File: config.mk
export PLATFORM = sky130hd
export DESIGN_NAME = ntc_ctrl
export DESIGN_NICKNAME = d
export VERILOG_FILES = /design/src/rtl/core/ntc_pkg.sv /design/src/rtl/core/ntc_ctrl.sv
export SDC_FILE = /design/constraint.sdc
export NUM_CORES = 1
export LEC_CHECK = 0
export ABC_CLOCK_PERIOD_IN_PS = 3370
export BUFFER_PORTS_ARGS = -buffer_cell sky130_fd_sc_hd__clkbuf_2
export CAP_MARGIN = 40
export CORE_MARGIN = 4
export CORE_UTILIZATION = 56
export DETAILED_ROUTE_END_ITERATION = 12
export GPL_ROUTABILITY_DRIVEN = 0
export PLACE_DENSITY = 0.84
export REMOVE_ABC_BUFFERS = 1
export SYNTH_ARGS = -nofsm -noshare
export SYNTH_HDL_FRONTEND = slang
export SYNTH_SLANG_ARGS = --single-unit
File: constraint.sdc
create_clock -name clk -period 3.37 [get_ports clk]
set_clock_uncertainty 0.05 [all_clocks]
set_input_delay 0.337 -clock clk [delete_from_list [all_inputs] [get_ports clk]]
set_output_delay 0.337 -clock clk [all_outputs]
set_load 0.01 [all_outputs]
File: src/rtl/core/ntc_pkg.sv
// ----------------------------------------------------------------------------
// NTC converter package
// Shared widths, codes, constant tables and control structs of the converter.
// ----------------------------------------------------------------------------
package ntc_pkg;

  localparam int ADC_BITS = 16;
  localparam int CHANNELS = 8;

  localparam int CODE_W   = 16;
  localparam int CH_W     = 3;
  localparam int OHM_W    = 17;
  localparam int BETA_W   = 16;
  localparam int MV_W     = 13;
  localparam int TEMP_W   = 16;
  localparam int STAT_W   = 2;

  localparam int ADDR_W   = 4;
  localparam int DATA_W   = 32;

  localparam int PV_W     = MV_W + ADC_BITS;
  localparam int QV_W     = CODE_W + MV_W;
  localparam int VW       = (PV_W > QV_W) ? PV_W : QV_W;
  localparam int N_W      = VW + OHM_W;
  localparam int D_W      = QV_W + OHM_W;
  localparam int DV_W     = D_W;
  localparam int CW1      = (N_W > D_W + 16) ? N_W : D_W + 16;
  localparam int LN_W     = 23;
  localparam int PROD_W   = 32;
  localparam int DEN_W    = 42;
  localparam int NUMB_W   = 38;
  localparam int X_W      = NUMB_W + 17;
  localparam int CW2      = DEN_W + 17;
  localparam int CNT_W    = 6;

  localparam logic [ADC_BITS-1:0] FULL_SCALE = '1;
  localparam logic [16:0]         LN2_Q16    = 17'd45426;
  localparam logic [22:0]         K_BETA_DEN = 23'd6553600;
  localparam logic [14:0]         K_LN_DEN   = 15'd29815;
  localparam logic [21:0]         K_NUM      = 22'd2981500;
  localparam logic [16:0]         Q_MAX      = 17'd60082;
  localparam logic [16:0]         K_OFFSET   = 17'd27315;
  localparam logic [TEMP_W-1:0]   TEMP_SAT   = 16'h7FFF;

  localparam logic [BETA_W-1:0] BETA_RESET    = 16'd3977;
  localparam logic [OHM_W-1:0]  NOMINAL_RESET = 17'd10000;
  localparam logic [MV_W-1:0]   SUPPLY_RESET  = 13'd3300;
  localparam logic [MV_W-1:0]   ADCREF_RESET  = 13'd2500;

  typedef enum logic [1:0] {
    REG_BETA    = 2'd0,
    REG_NOMINAL = 2'd1,
    REG_SUPPLY  = 2'd2,
    REG_ADCREF  = 2'd3
  } reg_idx_t;

  localparam logic CMD_LOAD = 1'b0;
  localparam logic CMD_CONV = 1'b1;

  localparam logic [STAT_W-1:0] ST_OK   = 2'd0;
  localparam logic [STAT_W-1:0] ST_ZERO = 2'd1;
  localparam logic [STAT_W-1:0] ST_NPOS = 2'd2;
  localparam logic [STAT_W-1:0] ST_LOAD = 2'd3;

  typedef struct packed {
    logic accept;
    logic mul1;
    logic mul2;
    logic chk1;
    logic take_ratio;
    logic norm;
    logic ln1;
    logic ln2;
    logic den1;
    logic den2;
    logic den3;
    logic chk2;
    logic take_temp;
    logic load_out;
  } ntc_cmd_t;

  typedef struct packed {
    logic zero_code;
    logic not_pos;
    logic ratio_sat;
    logic ratio_zero;
    logic norm_done;
    logic den_nonpos;
    logic temp_sat;
    logic div_busy;
  } ntc_stat_t;

  function automatic logic [15:0] ln_tab(input logic [5:0] i);
    logic [15:0] v;
    unique case (i)
      6'd0:  v = 16'd0;
      6'd1:  v = 16'd2017;
      6'd2:  v = 16'd3973;
      6'd3:  v = 16'd5873;
      6'd4:  v = 16'd7719;
      6'd5:  v = 16'd9515;
      6'd6:  v = 16'd11262;
      6'd7:  v = 16'd12965;
      6'd8:  v = 16'd14624;
      6'd9:  v = 16'd16242;
      6'd10: v = 16'd17821;
      6'd11: v = 16'd19364;
      6'd12: v = 16'd20870;
      6'd13: v = 16'd22343;
      6'd14: v = 16'd23783;
      6'd15: v = 16'd25193;
      6'd16: v = 16'd26573;
      6'd17: v = 16'd27924;
      6'd18: v = 16'd29248;
      6'd19: v = 16'd30546;
      6'd20: v = 16'd31818;
      6'd21: v = 16'd33067;
      6'd22: v = 16'd34292;
      6'd23: v = 16'd35494;
      6'd24: v = 16'd36675;
      6'd25: v = 16'd37835;
      6'd26: v = 16'd38975;
      6'd27: v = 16'd40095;
      6'd28: v = 16'd41196;
      6'd29: v = 16'd42280;
      6'd30: v = 16'd43345;
      6'd31: v = 16'd44394;
      6'd32: v = 16'd45426;
      default: v = 16'd45426;
    endcase
    return v;
  endfunction

  function automatic logic [OHM_W-1:0] series_init(input int k);
    logic [OHM_W-1:0] v;
    unique case (k)
      0: v = 17'd10040;
      1: v = 17'd10020;
      3: v = 17'd10020;
      5: v = 17'd10010;
      default: v = 17'd10000;
    endcase
    return v;
  endfunction

endpackage

File: src/rtl/core/ntc_ctrl.sv
// ----------------------------------------------------------------------------
// NTC controller
// Sequences one conversion or load through the datapath and owns the handshakes.
// ----------------------------------------------------------------------------
module ntc_ctrl
  import ntc_pkg::*;
(
  input  logic      clk,
  input  logic      rst,
  input  logic      in_valid,
  output logic      in_ready,
  input  logic      command,
  output logic      out_valid,
  input  logic      out_ready,
  input  ntc_stat_t st,
  output ntc_cmd_t  cmd
);

  typedef enum logic [13:0] {
    S_IDLE = 14'b00000000000001,
    S_MUL1 = 14'b00000000000010,
    S_MUL2 = 14'b00000000000100,
    S_CHK1 = 14'b00000000001000,
    S_DIV1 = 14'b00000000010000,
    S_NORM = 14'b00000000100000,
    S_LN1  = 14'b00000001000000,
    S_LN2  = 14'b00000010000000,
    S_DEN1 = 14'b00000100000000,
    S_DEN2 = 14'b00001000000000,
    S_DEN3 = 14'b00010000000000,
    S_CHK2 = 14'b00100000000000,
    S_DIV2 = 14'b01000000000000,
    S_FIN  = 14'b10000000000000
  } state_t;

  state_t state, state_next;
  logic   out_free;

  assign in_ready = (state == S_IDLE);
  assign out_free = !out_valid || out_ready;

  always_comb begin
    state_next = state;
    cmd        = '0;
    unique case (state)
      S_IDLE: begin
        if (in_valid) begin
          cmd.accept = 1'b1;
          state_next = (command == CMD_CONV) ? S_MUL1 : S_FIN;
        end
      end
      S_MUL1: begin
        cmd.mul1   = 1'b1;
        state_next = S_MUL2;
      end
      S_MUL2: begin
        cmd.mul2   = 1'b1;
        state_next = (st.zero_code || st.not_pos) ? S_FIN : S_CHK1;
      end
      S_CHK1: begin
        cmd.chk1   = 1'b1;
        state_next = st.ratio_sat ? S_NORM : S_DIV1;
      end
      S_DIV1: begin
        if (!st.div_busy) begin
          cmd.take_ratio = 1'b1;
          state_next     = st.ratio_zero ? S_FIN : S_NORM;
        end
      end
      S_NORM: begin
        cmd.norm = 1'b1;
        if (st.norm_done) begin
          state_next = S_LN1;
        end
      end
      S_LN1: begin
        cmd.ln1    = 1'b1;
        state_next = S_LN2;
      end
      S_LN2: begin
        cmd.ln2    = 1'b1;
        state_next = S_DEN1;
      end
      S_DEN1: begin
        cmd.den1   = 1'b1;
        state_next = S_DEN2;
      end
      S_DEN2: begin
        cmd.den2   = 1'b1;
        state_next = S_DEN3;
      end
      S_DEN3: begin
        cmd.den3   = 1'b1;
        state_next = st.den_nonpos ? S_FIN : S_CHK2;
      end
      S_CHK2: begin
        cmd.chk2   = 1'b1;
        state_next = st.temp_sat ? S_FIN : S_DIV2;
      end
      S_DIV2: begin
        if (!st.div_busy) begin
          cmd.take_temp = 1'b1;
          state_next    = S_FIN;
        end
      end
      S_FIN: begin
        if (out_free) begin
          cmd.load_out = 1'b1;
          state_next   = S_IDLE;
        end
      end
      default: begin
        state_next = S_IDLE;
      end
    endcase
  end

  always_ff @(posedge clk) begin
    if (rst) begin
      state     <= S_IDLE;
      out_valid <= 1'b0;
    end else begin
      state <= state_next;
      if (cmd.load_out) begin
        out_valid <= 1'b1;
      end else if (out_ready) begin
        out_valid <= 1'b0;
      end
    end
  end

endmodule

Word-level counts from Yosys, hierarchy flattened
Cells that the tools add are included.
{ "word_totals": {"register_bits": 15, "latch_bits": 0, "mem_bits_rw": 0, "romBits": 0, "in_bits": 13, "elab_cells": 57, "n_memories": 0} }
{ "op_classes": {"addsub": 0, "multipliers": 0, "div_mod_pow": 0, "magnitude_cmp": 0, "eq_ne": 19, "shift": 0, "mux": 31, "n_bitwise": 0, "n_reduce_logical": 5} }
{ "op_table": {"columns": ["cell", "n"], "rows": [
  ["$pmux 14 s14", 1],
  ["$mux 14", 10],
  ["$mux 1", 19],
  ["$eq 14x1->1 const B", 1],
  ["$eq 14x10->1 const B", 1],
  ["$eq 14x11->1 const B", 1],
  ["$eq 14x12->1 const B", 1],
  ["$eq 14x13->1 const B", 1],
  ["$eq 14x14->1 const B", 1],
  ["$eq 14x2->1 const B", 1],
  ["$eq 14x3->1 const B", 1],
  ["$eq 14x4->1 const B", 1],
  ["$eq 14x5->1 const B", 1],
  ["$eq 14x6->1 const B", 1],
  ["$eq 14x7->1 const B", 1],
  ["$eq 14x8->1 const B", 1],
  ["$eq 14x9->1 const B", 1],
  ["$ne 2x2->1 const B", 5],
  ["$mux 6", 1],
  ["$reduce_and 5->1", 1],
  ["$logic_or 1x1->1", 2],
  ["$reduce_bool 2->1", 1],
  ["$logic_not 1->1", 1]
]} }

Depth between registers and ports, before layout
{ "logic_depth": {"depth_word": 5, "ltp_mapped": 8, "mapped_depth_nobuf": 6} }

Worst setup path after synthesis
OpenSTA, ideal clock, no wires.
{ "synth_path": {"path_type": "register to output", "start": "register state[9]", "end": "output port cmd[13] (netlist bit)", "t_arrival_ps": 1657, "setup_slack_ps": 1326, "path_stages_with_launch": 7, "cell_sequence": "dfxtp_1 buf_6 or4_4 buf_6 nor3_2 and4b_1 and2_1"} }
{ "synth_rtl": {"columns": ["element", "line", "source"], "rows": [
  ["start, declared", "ntc_ctrl.sv:36", "state_t state, state_next;"],
  ["start signal, assigned", "ntc_ctrl.sv:123", "state <= state_next;"],
  ["end, declared", "ntc_ctrl.sv:16", "output ntc_cmd_t cmd"]
]} }

==> summary.md <==
| Metric | Value |
|---|---|
| Status | `complete, no violations` |
| IO Port Bufs | `28` |
| Core Box Area | `1800 um^2` |
| CP max stage delay | `0.54 ns` |
| Worst r2r dst | `state[0]$_SDFFE_PP1P_` |
| Crit share post-route | `72.8%` |
| Critical Path Most Common Cell | `nor4_2` |
| Worst Hold Depth | `2` |
| Final net count | `172` |
| Root Buffer | `clkbuf_4` |
| Commonest non-fill, non-tap cells in the layout | `28 x clkbuf_2, 15 x nor2_1, 15 x dfxtp_1` |
| Critical Path RT | `2.98 ns` |
| Antenna violations before repair | `0` |
| Unrepaired setup endpoints after global routing | `false` |
| Compound-gate portion of the synthesized area | `11.7%` |
| Post-Synth XOR/XNOR Area | `3.17%` |
| Main combinational cell family by area after synthesis | `simple AND/OR/NAND/NOR gates` |
| DR WL met3 | `283 um` |
| Top cells by area, synth | `dfxtp_1 27%, and3_1 5.7%, nor4_2 5.7%, nor2_1 5.1%, nor4_4 3.9%` |
| Critical path depth | `4` |
| Largest net degree at the start of global routing | `12` |
| # rows | `15` |
| M1 WL | `1.19 mm` |
| Post-synthesis sequential element count | `15` |
| Most common cell after layout, fill and taps aside | `clkbuf_2` |
| Antenna cells | `0` |
| Startpoint Class | `flip-flop` |
| CTS tree | `yes` |
| Worst Tran Pin Value | `0.699 ns` |
| Synth-to-Final Area Change | `12.7%` |
| R2R Setup Slk | `1.18 ns` |
| Die X | `52.4 um` |
| Final Slew Violations | `0` |
| F_max | `0.408 GHz` |
| FF-to-FF Start | `state[0]$_SDFFE_PP1P_` |
| Ys flop type | `dfxtp_1` |
| Die area | `2740 um^2` |
| Crit path max-delay family | `simple AND/OR/NAND/NOR gates` |
| Synth cell types | `39` |
| Crit path time final | `2.45 ns` |
| CP Buf/Inv Count | `1` |
| Reg clk slew, reported paths | `0.09 ns` |
| Overall Global Routing Usage | `23.5%` |
| Headroom to the max-slew limit | `53.0%` |
| CTS buffer count | `3` |
| Mapped Cells | `134` |
| Yosys top cell area share | `27.2%` |
| Postcts setup bufs | `0` |
| Synthesized-area fraction occupied by and/or/nand/nor cells | `52.0%` |
| Routed WL per cell | `15.9 um` |
| Area leader, netlist | `dfxtp_1` |
| Min-Delay Endpoint | `state[11]$_SDFFE_PP0P_` |
| Sequential area share after synthesis | `27.2%` |
| Total grt overflow | `0` |
| Hold Crit Start | `st[2]` |
| 1st-iter DRT viols | `47` |
| Mux cell area share after synthesis | `0%` |
| Metal2 WL | `1.37 mm` |
| Critical Path Fanout Max | `8` |
| Critical path's slowest cell | `nor4_2` |
| Utilization after layout | `69.0%` |
| Htree depth | `1` |
| Initial core utilization | `61.2%` |
| Min-Delay Path Class | `input port to flip-flop` |
| Vias | `1,162` |
| DRC viols | `0` |
| Max VDD drop | `0.000209 V` |
| Overall power | `0.389 mW` |
| Number of synthesized flops with an enable pin | `0` |
| Worst Reg-to-Reg Cells | `6` |
| Cell Area, Synth | `1100 um^2` |
| CP Capture Type | `output pin` |
| Hold buffers post-CTS | `0` |
| First-pass GRT wire length | `4.83 mm` |
| Crit-path cells | `nor4_2, nand3_1, nor4_2, clkbuf_2` |
| Clk sink count | `15` |
| Cell Pwr Density | `313 nW/um^2` |
| Worst-skew pair later-pin latency | `0.28 ns` |
| Vias/cell | `6.35` |
| Crit Path Category | `flip-flop to output pin` |
| Max Cap Viol | `0` |
| DP HPWL | `2.25 mm` |
| Post-cts resize count | `0` |
| Maximum clock path buffer count | `2` |
| YS warnings | `0` |
| Post-synth ARST share | `0%` |
| Total negative slack | `0 ns` |
| Post-Route WL | `2.90 mm` |
| Setup-failing EPs final | `0` |
| Post-route ant nets | `0` |
| Number of global-route vias before repair | `1,079` |
| 1st-pass router iterations | `5` |
| Synth Area in Adders | `0%` |
| Top Metal Used | `met4` |
| Mean area per synthesized cell | `8.24 um^2` |
| Die height | `52.4 um` |
| Layout cells sized above 1 | `28.5%` |
| Lkg Pwr | `0.549 nW` |
| Worst EP arrival | `2.07 ns` |
| Fin. Hold Viols | `0` |
| I/O pin count | `29` |
-- flip-flops by register name, summed over array words and instances, names as in the netlist --
signal	count
out_valid	1
state	14
-- cell type report --
class | count | area (um^2)
Clock buffer | 4 | 26.3
Fill cell | 166 | 558
Inverter | 2 | 7.51
Multi-Input combinational cell | 109 | 738
Sequential cell | 15 | 300
Tap cell | 25 | 31.3
Timing Repair Buffer | 28 | 140
-- power breakdown --
part | internal, mW | leakage [nW] | switching, mW
combinational | 0.0404 | 0.412 | 0.0540
clock | 0.0460 | 0.0150 | 0.0580
sequential | 0.181 | 0.121 | 0.00943
total | 0.268 | 0.549 | 0.121
-- synthesized netlist by cell type, types with 4 or more instances --
| library cell | number |
|---|---|
| a21oi_1 | 6 |
| buf_2 | 4 |
| nor2_1 | 15 |
| nor2b_1 | 4 |
| nor3_1 | 5 |
| and3_1 | 10 |
| nor4_2 | 5 |
| and2_1 | 6 |
| dfxtp_1 | 15 |
| nand3_1 | 6 |
| nand2_1 | 8 |
-- worst reg2reg max path, cell delays in order (launching register included) --
cell	delay [ns]
dfxtp_1	0.41
nor4_2	0.69
nand4_1	0.26
nor2_2	0.19
or4_4	0.17
nor2_1	0.06
o41ai_1	0.27
-- per-layer routing --
| layer | GRT usage, % | vias to the layer above |
|---|---|---|
| li1 | - | 549 |
| met1 | 29.4 | 532 |
| met2 | 38.4 | 72 |
| met3 | 3.13 | 9 |
| met4 | 12.8 | 0 |
| met5 | 0 | - |
-- worst max-delay path by stage --
stage	from	to
final	state[8]$_SDFFE_PP0P_	cmd[10]
after global routing	state[8]$_SDFFE_PP0P_	cmd[10]
after CTS	state[8]$_SDFFE_PP0P_	cmd[10]
after detailed placement	state[9]$_SDFFE_PP0P_	cmd[10]
after global placement	state[9]$_SDFFE_PP0P_	cmd[13]
after floorplan	state[8]$_SDFFE_PP0P_	cmd[13]
-- kinds of logic (layout without fill, tap and decap cells) --
group                     count (synthesis)  in the layout
AOI/OAI and AO/OA                        19             19
buffers and inverters                    10             34
and+or+nand+nor                          86             86
xor gates and xnor gates                  4              4
DFF                                      15             15
-- through the flow --
| stage | cell area (um^2) | hold WS (ns) | instances | setup WS (ns) |
|---|---|---|---|---|
| 6_report | 1240 | 0.180 | 183 | 0.918 |
| 3_5_place_dp | 1220 | 0.477 | 179 | 1.25 |
| 5_1_grt | 1240 | 0.183 | 183 | 0.767 |
| 3_3_place_gp | 1220 | 0.476 | 179 | 1.32 |
| 2_1_floorplan | 1050 | 0.356 | 126 | 1.41 |
| 4_1_cts | 1240 | 0.167 | 183 | 0.947 |
Power figures use the tool's default switching activity.
